$ cat src/sv/gpa_pkg.sv
`timescale 1ns / 1ps
`default_nettype none

package gpa_pkg;

  // Default table geometry and value width.
  localparam int GPA_GOAL_SLOTS = 8;
  localparam int GPA_MAX_DIMS   = 4;
  localparam int GPA_VALUE_BITS = 32;

  // Priorities are unsigned Q1.16 with full scale 1.0 held as 65536.
  localparam int          PRIO_W    = 17;
  localparam logic [16:0] PRIO_FULL = 17'd65536;

  // Status codes returned with every transaction.
  localparam logic STATUS_OK     = 1'b0;
  localparam logic STATUS_REJECT = 1'b1;

  // Operation codes.
  typedef enum logic [2:0] {
    OP_WRITE_DIM  = 3'd0,
    OP_APPEND     = 3'd1,
    OP_SET_PRIO   = 3'd2,
    OP_SELECT     = 3'd3,
    OP_WRITE_MEAS = 3'd4,
    OP_ARBITRATE  = 3'd5
  } gpa_op_e;

endpackage

`default_nettype wire

$ cat src/sv/gpa_goal_mem.sv
`timescale 1ns / 1ps
`default_nettype none

// Target and tolerance store: one write port, one read port, registered read data.
module gpa_goal_mem #(
  parameter int DEPTH = 32,
  parameter int AW    = 5,
  parameter int DW    = 64
) (
  input  wire logic          clk_i,
  input  wire logic          we_i,
  input  wire logic [AW-1:0] waddr_i,
  input  wire logic [DW-1:0] wdata_i,
  input  wire logic [AW-1:0] raddr_i,
  output logic      [DW-1:0] rdata_o
);

  logic [DW-1:0] mem [DEPTH];

  // Write port.
  always_ff @(posedge clk_i) begin
    if (we_i) begin
      mem[waddr_i] <= wdata_i;
    end
  end

  // Synchronous read port; the read data is registered.
  always_ff @(posedge clk_i) begin
    rdata_o <= mem[raddr_i];
  end

endmodule

`default_nettype wire

$ cat src/sv/gpa_tol_check.sv
`timescale 1ns / 1ps
`default_nettype none

// Checks one dimension: the absolute error must not exceed the tolerance.
module gpa_tol_check #(
  parameter int VALUE_BITS = 32
) (
  input  wire logic signed [VALUE_BITS-1:0] meas_i,
  input  wire logic signed [VALUE_BITS-1:0] target_i,
  input  wire logic signed [VALUE_BITS-1:0] tol_i,
  output logic                              within_o
);

  logic signed [VALUE_BITS+1:0] diff;
  logic signed [VALUE_BITS+1:0] mag;
  logic signed [VALUE_BITS+1:0] tol_x;

  // Two guard bits keep the difference and its magnitude exact.
  always_comb begin
    diff  = (VALUE_BITS+2)'(meas_i) - (VALUE_BITS+2)'(target_i);
    mag   = diff[VALUE_BITS+1] ? -diff : diff;
    tol_x = (VALUE_BITS+2)'(tol_i);
    // A negative tolerance can never be met.
    within_o = !tol_i[VALUE_BITS-1] && (mag <= tol_x);
  end

endmodule

`default_nettype wire

$ cat src/sv/goal_priority_arbiter.sv
`timescale 1ns / 1ps
`default_nettype none

// Goal priority arbiter. Each transaction carries one operation (write a goal's
// target and tolerance, append a goal, set a priority, select a goal, write a
// measurement or arbitrate) and returns exactly one result. All operations except
// arbitrate return their result in the cycle after acceptance, and a new transaction
// can be taken at the same edge as the result is taken, so they run at one per
// cycle while the consumer does not stall. Arbitrate walks the goal table through
// the single read port of the target and tolerance memory, one dimension check per
// cycle over every dimension of every appended goal (a goal with no dimensions
// taking one check), then passes the drain and commit states before its result
// appears. Arbitrate with an empty table answers like the other operations.
// Entries of the target and tolerance store must be written before an
// arbitration reads them; no clearing pass is run after reset.
module goal_priority_arbiter
  import gpa_pkg::*;
#(
  parameter int GOAL_SLOTS = GPA_GOAL_SLOTS,
  parameter int MAX_DIMS   = GPA_MAX_DIMS,
  parameter int VALUE_BITS = GPA_VALUE_BITS
) (
  input  wire logic               clk_i,
  input  wire logic               rst_ni,
  input  wire logic               in_valid_i,
  output logic                    in_stall_o,
  input  wire logic        [2:0]  op_i,
  input  wire logic        [2:0]  goal_index_i,
  input  wire logic        [1:0]  dim_index_i,
  input  wire logic signed [31:0] target_value_i,
  input  wire logic signed [31:0] tolerance_value_i,
  input  wire logic        [2:0]  dim_count_i,
  input  wire logic signed [17:0] priority_value_i,
  input  wire logic signed [31:0] measured_value_i,
  output logic                    out_valid_o,
  input  wire logic               out_stall_i,
  output logic                    status_o,
  output logic             [2:0]  lead_goal_o,
  output logic                    has_active_o,
  output logic             [31:0] switch_count_o,
  output logic             [7:0]  achieved_mask_o,
  output logic             [3:0]  goal_count_o,
  output logic                    reference_update_o
);

  localparam int GOAL_W = (GOAL_SLOTS > 1) ? $clog2(GOAL_SLOTS) : 1;
  localparam int CNT_W  = $clog2(GOAL_SLOTS + 1);
  localparam int DIM_W  = (MAX_DIMS > 1) ? $clog2(MAX_DIMS) : 1;
  localparam int DCNT_W = $clog2(MAX_DIMS + 1);
  localparam int DEPTH  = GOAL_SLOTS * MAX_DIMS;
  localparam int AW     = (DEPTH > 1) ? $clog2(DEPTH) : 1;
  localparam int DW     = 2 * VALUE_BITS;

  typedef enum logic [1:0] {
    ST_IDLE,
    ST_WALK,
    ST_DRAIN,
    ST_COMMIT
  } state_e;

  // Control and architectural state.
  state_e                         state_q, state_d;
  logic                           out_valid_q, out_valid_d;
  logic                           status_q, status_d;
  logic                           ref_upd_q, ref_upd_d;
  logic        [CNT_W-1:0]        appended_q, appended_d;
  logic        [GOAL_W-1:0]       current_q, current_d;
  logic                           cur_valid_q, cur_valid_d;
  logic        [31:0]             switch_q, switch_d;
  logic        [GOAL_SLOTS-1:0]   achieved_q, achieved_d;
  logic        [DCNT_W-1:0]       dims_q [GOAL_SLOTS];
  logic        [DCNT_W-1:0]       dims_d [GOAL_SLOTS];
  logic        [PRIO_W-1:0]       prio_q [GOAL_SLOTS];
  logic        [PRIO_W-1:0]       prio_d [GOAL_SLOTS];
  logic signed [VALUE_BITS-1:0]   meas_q [MAX_DIMS];
  logic signed [VALUE_BITS-1:0]   meas_d [MAX_DIMS];

  // Arbitration walk: issue stage counters.
  logic        [GOAL_W-1:0]       walk_g_q, walk_g_d;
  logic        [DIM_W-1:0]        walk_d_q, walk_d_d;

  // Arbitration walk: check stage, aligned with the memory read data.
  logic                           chk_valid_q, chk_valid_d;
  logic        [GOAL_W-1:0]       chk_g_q, chk_g_d;
  logic        [DIM_W-1:0]        chk_d_q, chk_d_d;
  logic                           chk_first_q, chk_first_d;
  logic                           chk_last_q, chk_last_d;
  logic                           chk_has_q, chk_has_d;
  logic                           met_acc_q, met_acc_d;
  logic        [GOAL_SLOTS-1:0]   mask_acc_q, mask_acc_d;
  logic                           found_q, found_d;
  logic        [GOAL_W-1:0]       best_q, best_d;
  logic        [PRIO_W-1:0]       best_p_q, best_p_d;

  // Memory ports and combinational helpers.
  logic                           mem_we;
  logic        [AW-1:0]           mem_waddr;
  logic        [DW-1:0]           mem_wdata;
  logic        [AW-1:0]           mem_raddr;
  logic        [DW-1:0]           mem_rdata;
  logic                           dim_ok;
  logic                           in_accept;
  logic        [DCNT_W-1:0]       walk_n;
  logic                           walk_last;
  logic                           met_now;
  logic        [GOAL_W-1:0]       gi;
  logic        [DIM_W-1:0]        di;

  gpa_goal_mem #(
    .DEPTH (DEPTH),
    .AW    (AW),
    .DW    (DW)
  ) u_goal_mem (
    .clk_i   (clk_i),
    .we_i    (mem_we),
    .waddr_i (mem_waddr),
    .wdata_i (mem_wdata),
    .raddr_i (mem_raddr),
    .rdata_o (mem_rdata)
  );

  gpa_tol_check #(
    .VALUE_BITS (VALUE_BITS)
  ) u_tol_check (
    .meas_i   (meas_q[chk_d_q]),
    .target_i (mem_rdata[DW-1:VALUE_BITS]),
    .tol_i    (mem_rdata[VALUE_BITS-1:0]),
    .within_o (dim_ok)
  );

  // Handshake: one transaction at a time, taken once the result register frees.
  assign in_stall_o = (state_q != ST_IDLE) || (out_valid_q && out_stall_i);
  assign in_accept  = in_valid_i && !in_stall_o;

  // Indices narrowed to the table geometry; only used after a range check.
  assign gi = GOAL_W'(goal_index_i);
  assign di = DIM_W'(dim_index_i);

  // Issue stage: address of the next dimension to check.
  assign walk_n    = dims_q[walk_g_q];
  assign walk_last = (walk_n == '0) || ((DCNT_W'(walk_d_q) + DCNT_W'(1)) == walk_n);
  assign mem_raddr = AW'(int'(walk_g_q) * MAX_DIMS + int'(walk_d_q));

  // Check stage: running verdict for the goal under test.
  assign met_now = (chk_first_q || met_acc_q) && (!chk_has_q || dim_ok);

  always_comb begin
    state_d     = state_q;
    out_valid_d = out_valid_q;
    status_d    = status_q;
    ref_upd_d   = ref_upd_q;
    appended_d  = appended_q;
    current_d   = current_q;
    cur_valid_d = cur_valid_q;
    switch_d    = switch_q;
    achieved_d  = achieved_q;
    dims_d      = dims_q;
    prio_d      = prio_q;
    meas_d      = meas_q;
    walk_g_d    = walk_g_q;
    walk_d_d    = walk_d_q;
    chk_valid_d = 1'b0;
    chk_g_d     = walk_g_q;
    chk_d_d     = walk_d_q;
    chk_first_d = (walk_d_q == '0);
    chk_last_d  = walk_last;
    chk_has_d   = (walk_n != '0);
    met_acc_d   = met_acc_q;
    mask_acc_d  = mask_acc_q;
    found_d     = found_q;
    best_d      = best_q;
    best_p_d    = best_p_q;
    mem_we      = 1'b0;
    mem_waddr   = AW'(int'(gi) * MAX_DIMS + int'(di));
    mem_wdata   = {VALUE_BITS'(target_value_i), VALUE_BITS'(tolerance_value_i)};

    // Result register empties when the consumer takes it.
    if (out_valid_q && !out_stall_i) begin
      out_valid_d = 1'b0;
    end

    unique case (state_q)
      ST_IDLE: begin
        if (in_accept) begin
          out_valid_d = 1'b1;
          status_d    = STATUS_OK;
          ref_upd_d   = 1'b0;
          unique case (op_i)
            OP_WRITE_DIM: begin
              if (32'(goal_index_i) >= GOAL_SLOTS || 32'(dim_index_i) >= MAX_DIMS) begin
                status_d = STATUS_REJECT;
              end else begin
                mem_we = 1'b1;
              end
            end
            OP_APPEND: begin
              if (32'(appended_q) >= GOAL_SLOTS || 32'(dim_count_i) > MAX_DIMS) begin
                status_d = STATUS_REJECT;
              end else begin
                dims_d[appended_q[GOAL_W-1:0]] = DCNT_W'(dim_count_i);
                prio_d[appended_q[GOAL_W-1:0]] = PRIO_FULL;
                appended_d = appended_q + CNT_W'(1);
                // The first goal becomes active without counting a switch.
                if (appended_q == '0) begin
                  current_d   = '0;
                  cur_valid_d = 1'b1;
                end
              end
            end
            OP_SET_PRIO: begin
              if (32'(goal_index_i) >= 32'(appended_q)) begin
                status_d = STATUS_REJECT;
              end else if (priority_value_i[17]) begin
                prio_d[gi] = '0;
              end else if (priority_value_i > $signed({1'b0, PRIO_FULL})) begin
                prio_d[gi] = PRIO_FULL;
              end else begin
                prio_d[gi] = priority_value_i[PRIO_W-1:0];
              end
            end
            OP_SELECT: begin
              if (32'(goal_index_i) >= 32'(appended_q)) begin
                status_d = STATUS_REJECT;
              end else begin
                current_d   = gi;
                cur_valid_d = 1'b1;
                switch_d    = switch_q + 32'd1;
              end
            end
            OP_WRITE_MEAS: begin
              if (32'(dim_index_i) >= MAX_DIMS) begin
                status_d = STATUS_REJECT;
              end else begin
                meas_d[di] = VALUE_BITS'(measured_value_i);
              end
            end
            OP_ARBITRATE: begin
              // An empty table answers at once with no change.
              if (appended_q != '0) begin
                out_valid_d = 1'b0;
                state_d     = ST_WALK;
                walk_g_d    = '0;
                walk_d_d    = '0;
                mask_acc_d  = '0;
                found_d     = 1'b0;
              end
            end
            default: begin
              status_d = STATUS_REJECT;
            end
          endcase
        end
      end

      ST_WALK: begin
        // One dimension read is issued per cycle.
        chk_valid_d = 1'b1;
        if (walk_last) begin
          walk_d_d = '0;
          if ((CNT_W'(walk_g_q) + CNT_W'(1)) == appended_q) begin
            state_d = ST_DRAIN;
          end else begin
            walk_g_d = walk_g_q + GOAL_W'(1);
          end
        end else begin
          walk_d_d = walk_d_q + DIM_W'(1);
        end
      end

      ST_DRAIN: begin
        // The final check completes in this cycle.
        state_d = ST_COMMIT;
      end

      ST_COMMIT: begin
        achieved_d  = mask_acc_q;
        out_valid_d = 1'b1;
        status_d    = STATUS_OK;
        ref_upd_d   = found_q;
        if (found_q && (!cur_valid_q || current_q != best_q)) begin
          current_d   = best_q;
          cur_valid_d = 1'b1;
          switch_d    = switch_q + 32'd1;
        end
        state_d = ST_IDLE;
      end

      default: begin
        state_d = ST_IDLE;
      end
    endcase

    // Check stage: fold each dimension into the goal verdict; mark a met goal, rank an unmet one.
    if (chk_valid_q) begin
      met_acc_d = met_now;
      if (chk_last_q) begin
        if (met_now) begin
          mask_acc_d[chk_g_q] = 1'b1;
        end else if (!found_q || prio_q[chk_g_q] > best_p_q) begin
          found_d  = 1'b1;
          best_d   = chk_g_q;
          best_p_d = prio_q[chk_g_q];
        end
      end
    end
  end

  // State, control and table registers.
  always_ff @(posedge clk_i or negedge rst_ni) begin
    if (!rst_ni) begin
      state_q     <= ST_IDLE;
      out_valid_q <= 1'b0;
      status_q    <= STATUS_OK;
      ref_upd_q   <= 1'b0;
      appended_q  <= '0;
      current_q   <= '0;
      cur_valid_q <= 1'b0;
      switch_q    <= '0;
      achieved_q  <= '0;
      for (int i = 0; i < GOAL_SLOTS; i++) begin
        dims_q[i] <= '0;
        prio_q[i] <= '0;
      end
      for (int i = 0; i < MAX_DIMS; i++) begin
        meas_q[i] <= '0;
      end
      walk_g_q    <= '0;
      walk_d_q    <= '0;
      chk_valid_q <= 1'b0;
      mask_acc_q  <= '0;
      found_q     <= 1'b0;
    end else begin
      state_q     <= state_d;
      out_valid_q <= out_valid_d;
      status_q    <= status_d;
      ref_upd_q   <= ref_upd_d;
      appended_q  <= appended_d;
      current_q   <= current_d;
      cur_valid_q <= cur_valid_d;
      switch_q    <= switch_d;
      achieved_q  <= achieved_d;
      dims_q      <= dims_d;
      prio_q      <= prio_d;
      meas_q      <= meas_d;
      walk_g_q    <= walk_g_d;
      walk_d_q    <= walk_d_d;
      chk_valid_q <= chk_valid_d;
      mask_acc_q  <= mask_acc_d;
      found_q     <= found_d;
    end
  end

  // Check stage payload needs no reset.
  always_ff @(posedge clk_i) begin
    chk_g_q     <= chk_g_d;
    chk_d_q     <= chk_d_d;
    chk_first_q <= chk_first_d;
    chk_last_q  <= chk_last_d;
    chk_has_q   <= chk_has_d;
    met_acc_q   <= met_acc_d;
    best_q      <= best_d;
    best_p_q    <= best_p_d;
  end

  // Result fields are read straight from the state, which holds while stalled.
  assign out_valid_o        = out_valid_q;
  assign status_o           = status_q;
  assign lead_goal_o        = 3'(current_q);
  assign has_active_o       = cur_valid_q;
  assign switch_count_o     = switch_q;
  assign achieved_mask_o    = 8'(achieved_q);
  assign goal_count_o       = 4'(appended_q);
  assign reference_update_o = ref_upd_q;

endmodule

`default_nettype wire

$ cat config.mk
export PLATFORM = sky130hd
export DESIGN_NAME = goal_priority_arbiter
export DESIGN_NICKNAME = d
export VERILOG_FILES = /design/src/sv/gpa_pkg.sv /design/src/sv/gpa_goal_mem.sv /design/src/sv/gpa_tol_check.sv /design/src/sv/goal_priority_arbiter.sv
export SDC_FILE = /design/constraint.sdc
export NUM_CORES = 2
export LEC_CHECK = 0
export ABC_AREA = 0
export BUFFER_PORTS_ARGS = -buffer_cell sky130_fd_sc_hd__buf_2
export CAP_MARGIN = 20
export CORE_AREA = 3 3 451 453
export CTS_CLUSTER_DIAMETER = 60
export DETAILED_ROUTE_END_ITERATION = 8
export DIE_AREA = 0 0 454 456
export PLACE_DENSITY = 0.66
export REMOVE_ABC_BUFFERS = 1
export SLEW_MARGIN = 15
export SYNTH_ARGS = -nofsm -noshare
export SYNTH_HDL_FRONTEND = slang
export SYNTH_SLANG_ARGS = --single-unit
$ cat constraint.sdc
create_clock -name clk_i -period 9.05 [get_ports clk_i]
set_input_delay 1.81 -clock clk_i [delete_from_list [all_inputs] [get_ports clk_i]]
set_output_delay 1.81 -clock clk_i [all_outputs]
set_load 0.01 [all_outputs]
==> metrics.log <==
INFO  metric run_status = completed
INFO  metric p_sw_share = 28.0%
INFO  metric syn-instance-count = 5027
INFO  metric core_area = 200000 um^2
INFO  metric synth_most_common_cell = sky130_fd_sc_hd__edfxtp_1
INFO  metric start_kind = register
INFO  metric synthesis.area = 99800 um^2
INFO  metric cts.repair_timing.setup_buffer_count = 0
INFO  metric finalInstanceArea = 113000 um^2
INFO  metric ant_nets = 0
INFO  metric post_dp_hpwl = 139000 um
INFO  metric drc = 0
INFO  metric drv_cap = 0
INFO  metric routedWlPerCell = 30.9 um
INFO  metric criticalPathCategory = reg2reg
INFO  metric irDropWorstVdd = 223 uV
INFO  metric worst_setup_hold_path_clk_slew = 60 ps
INFO  metric clock_period_minus_worst_slack = 7640 ps
INFO  metric dpl-instance-area = 104000 um^2
INFO  metric seqPwrFrac = 41.9%
INFO  metric crit_arrival = 8190 ps
INFO  metric cp_data_required_time = 9600 ps
INFO  metric final_max_slew_viol_count = 0
INFO  metric cts_resized = 0
INFO  metric die_x = 454 um
INFO  metric globalplace.congestion = 0.904
INFO  metric synth.top_cells.by_count = 2069 x sky130_fd_sc_hd__edfxtp_1, 680 x sky130_fd_sc_hd__mux4_2, 356 x sky130_fd_sc_hd__dfrtp_1
INFO  metric finalSetupTns = 0 ps
INFO  metric kind_of_end_point_of_the_critical_path = register
INFO  metric path_max_fanout = 21
INFO  metric power_density = 282 nW/um^2
INFO  metric cell_at_the_root_of_the_clock_tree = sky130_fd_sc_hd__clkbuf_16
INFO  metric clock_skew = 67.7 ps
INFO  metric num_cts_buffers = 277
INFO  metric antenna_found_initial = 59
INFO  metric overflow_after_grt = 0
INFO  metric drt_pre_antenna_iters = 6
INFO  metric synth-main-ff-cell = sky130_fd_sc_hd__edfxtp_1
INFO  metric share_comb_of_total_power = 25.0%
INFO  metric mean_cell_area_of_the_mapped_netlist = 19.9 um^2
INFO  metric io_pins = 181
INFO  metric p_switching = 8.93 mW
INFO  metric dr.first_iter.drc_count = 6090
INFO  metric synth.top_cells.by_area = sky130_fd_sc_hd__edfxtp_1 62%, sky130_fd_sc_hd__mux4_2 15%, sky130_fd_sc_hd__dfrtp_1 8.9%, sky130_fd_sc_hd__mux2_2 2.8%, sky130_fd_sc_hd__dfxtp_1 1.4%
INFO  metric finalNetCount = 5584
INFO  metric p_int = 22.9 mW
INFO  metric htree_levels = 5
INFO  metric fmax = 131 MHz
INFO  metric globalRouteTotalUtil = 24.7%
INFO  metric placementRows = 164
INFO  metric multi_input_comb_area = 26300 um^2
INFO  metric hold-path-cell-count = 2
INFO  metric period_share = 84.4%
INFO  metric synth_edf_count = 2069
INFO  metric cts_tree = done
INFO  metric cts.sinks = 2497
INFO  metric ys_seq_area_share = 72.6%
INFO  metric async_flop_share = 14.3%
INFO  metric hold_violations = 0
INFO  metric grt_first_pass_wirelength = 369000 um
INFO  metric max_slew.worst_pin.slew = 1220 ps
INFO  metric count_of_cell_types_in_the_netlist = 75
INFO  metric worstRegToRegCells = 22
INFO  metric ys.warnings.count = 0
INFO  metric grt_setup_unrepaired = false
INFO  metric clockBufferDepth = 4
INFO  metric initial_core_util = 50.0%
INFO  metric routed_via_density = 6.23
INFO  metric post_cts_hold_buffer_count = 0
INFO  metric synth_top_area_share = 62.3%
INFO  metric finalCoreUtilization = 56.6%
INFO  metric routed_wl = 254000 um
INFO  metric layout.cells.non_filler = 8220
INFO  metric first_global_vias = 51500
INFO  metric final.fill_count = 14800
INFO  metric floorplan.die_area = 207000 um^2
INFO  metric dr_total_vias = 51200
INFO  metric grt_max_degree = 158
INFO  metric place.port_buffers = 180
INFO  metric static_leakage_power = 38.0 nW
INFO  metric fp.dieH = 456 um
INFO  metric areaGrowthSynthToFinish = 13.2%
INFO  metric report.final.setup_viol = 0
INFO  metric synthDominantAreaCellType = sky130_fd_sc_hd__edfxtp_1
INFO  metric placed_cells_incl_taps = 7731
INFO  metric relSlewSlack = 18.7%
INFO  metric ff_latch_area = 72500 um^2
INFO  metric clock_latency = 940 ps
INFO  metric post_route_cells_drive_above_1_share = 29.7%
INFO  metric share_clk_of_total_power = 33.1%
INFO  metric hold_path.class = reg2reg
INFO  metric yosys_register_bits = 2497
-- sequential cells by signal (all words and copies together) (netlist names), 3 cells and up --
register,flops
meas_q,128
u_goal_mem.mem,2048
u_goal_mem.rdata_o,64
best_p_q,17
prio_q,136
lead_goal_o,3
dims_q,24
achieved_mask_o,8
chk_g_q,3
best_q,3
chk_g_d,3
mask_acc_q,8
switch_count_o,32
goal_count_o,4
-- worst max-delay path, stage by stage, from the launching register on --
cell	delay, ps
sky130_fd_sc_hd__dfxtp_2	660
sky130_fd_sc_hd__buf_4	450
sky130_fd_sc_hd__mux4_2	560
sky130_fd_sc_hd__ha_1	420
sky130_fd_sc_hd__a21oi_1	310
sky130_fd_sc_hd__o21ai_0	210
sky130_fd_sc_hd__a221o_1	390
sky130_fd_sc_hd__nor4_2	510
sky130_fd_sc_hd__nor2_1	90
sky130_fd_sc_hd__o31ai_1	370
sky130_fd_sc_hd__a31o_2	460
sky130_fd_sc_hd__o21ai_0	180
sky130_fd_sc_hd__xnor2_1	160
sky130_fd_sc_hd__ha_1	310
sky130_fd_sc_hd__a21o_1	190
sky130_fd_sc_hd__a21o_1	180
sky130_fd_sc_hd__a21oi_1	160
sky130_fd_sc_hd__o221ai_1	130
sky130_fd_sc_hd__a21o_1	190
sky130_fd_sc_hd__a211oi_1	400
sky130_fd_sc_hd__mux2i_1	280
sky130_fd_sc_hd__a221oi_2	330
sky130_fd_sc_hd__buf_4	330
-- layout make-up --
class                      instances  share of cell area [%]
tap                             2656                    2.94
multi-input combinational       2173                    23.3
clock buffer                     380                    6.72
inverter                         116                   0.392
antenna                           15                  0.0332
clock inverter                    91                   0.711
timing repair buffer             292                    1.76
sequential                      2497                    64.2
-- logic make-up after synthesis --
group | after synthesis | share of synthesized area, %
adders and majority gates | 98 | 1.24
muxes | 962 | 18.5
other | 1 | 0.00376
xor gates and xnor gates | 96 | 0.850
buffers and inverters | 357 | 1.35
AOI/OAI and AO/OA | 455 | 2.89
and+or+nand+nor | 561 | 2.55
DFF | 2497 | 72.6
-- layout by cell type (no fill, tap or decap), types with 13 or more instances in the layout --
cell	netlist	layout
sky130_fd_sc_hd__bufinv_16	0	13
sky130_fd_sc_hd__o31ai_1	18	18
sky130_fd_sc_hd__inv_1	115	114
sky130_fd_sc_hd__buf_12	0	17
sky130_fd_sc_hd__clkinv_1	1	38
sky130_fd_sc_hd__diode_2	0	15
sky130_fd_sc_hd__o21ai_0	172	172
sky130_fd_sc_hd__mux4_2	680	680
sky130_fd_sc_hd__clkbuf_1	198	82
sky130_fd_sc_hd__nor3_1	17	17
sky130_fd_sc_hd__clkinv_2	0	26
sky130_fd_sc_hd__nand2_1	234	234
sky130_fd_sc_hd__dfxtp_1	72	68
sky130_fd_sc_hd__xor2_1	35	35
sky130_fd_sc_hd__clkbuf_16	0	283
sky130_fd_sc_hd__edfxtp_1	2069	2069
sky130_fd_sc_hd__nor2_1	143	109
sky130_fd_sc_hd__a21oi_1	84	82
sky130_fd_sc_hd__xnor2_1	60	60
sky130_fd_sc_hd__dfrtp_1	356	352
sky130_fd_sc_hd__mux2i_1	34	34
sky130_fd_sc_hd__and3_1	19	19
sky130_fd_sc_hd__nand4_1	23	23
sky130_fd_sc_hd__buf_4	0	93
sky130_fd_sc_hd__buf_2	3	179
sky130_fd_sc_hd__nor2_4	0	34
sky130_fd_sc_hd__clkbuf_8	0	15
sky130_fd_sc_hd__a21o_1	37	37
sky130_fd_sc_hd__nand3_1	51	51
sky130_fd_sc_hd__ha_1	97	97
sky130_fd_sc_hd__mux2_2	247	247
sky130_fd_sc_hd__nand2b_1	13	13
sky130_fd_sc_hd__a32o_1	18	18
sky130_fd_sc_hd__a22oi_1	22	22
-- per-stage QoR --
step	hold WS [ps]	worst slack, ps	total power [mW]
finish	475	1410	31.9
global route	497	843	33.3
CTS	479	1400	32.1
detailed placement	465	1460	21.6
global placement	456	1540	21.6
floorplan	443	-13350	19.1
-- routing by layer --
metal / GRT usage (%) / part of all wire [%] / vias to the layer above
met2: 39.0 / 48 / 2280
li1: - / - / 21100
met5: 0 / 0.039 / -
met4: 6.24 / 2.4 / 16
met3: 4.70 / 8.4 / 466
met1: 35.7 / 41 / 27400
-- power groups by stage --
| stage | sequential [mW] | clock [mW] | combinational [mW] |
|---|---|---|---|
| after floorplan | 13.8 | 0 | 5.36 |
| after global placement | 13.6 | 0 | 7.96 |
| after detailed placement | 13.6 | 0 | 7.99 |
| after CTS | 13.4 | 10.7 | 8.03 |
| after global routing | 13.4 | 11.2 | 8.64 |
| final | 13.4 | 10.5 | 7.95 |
-- path summary, 6_finish.rpt --
| check | startpoint | end | slack [ps] |
|---|---|---|---|
| setup / recovery | chk_d_q[0] | best_p_q[0] | 1410 |
| hold / removal | prio_q[73] | prio_q[73] | 470 |
| min in group asynchronous | rst_ni | switch_count_o[0] | 1060 |
| max in group asynchronous | rst_ni | meas_q[67] | 6460 |
| hold reg to reg | prio_q[73] | prio_q[73] | 470 |
| setup reg to reg | chk_d_q[0] | best_p_q[0] | 1410 |
No activity file was read; power rests on OpenSTA's default activity.
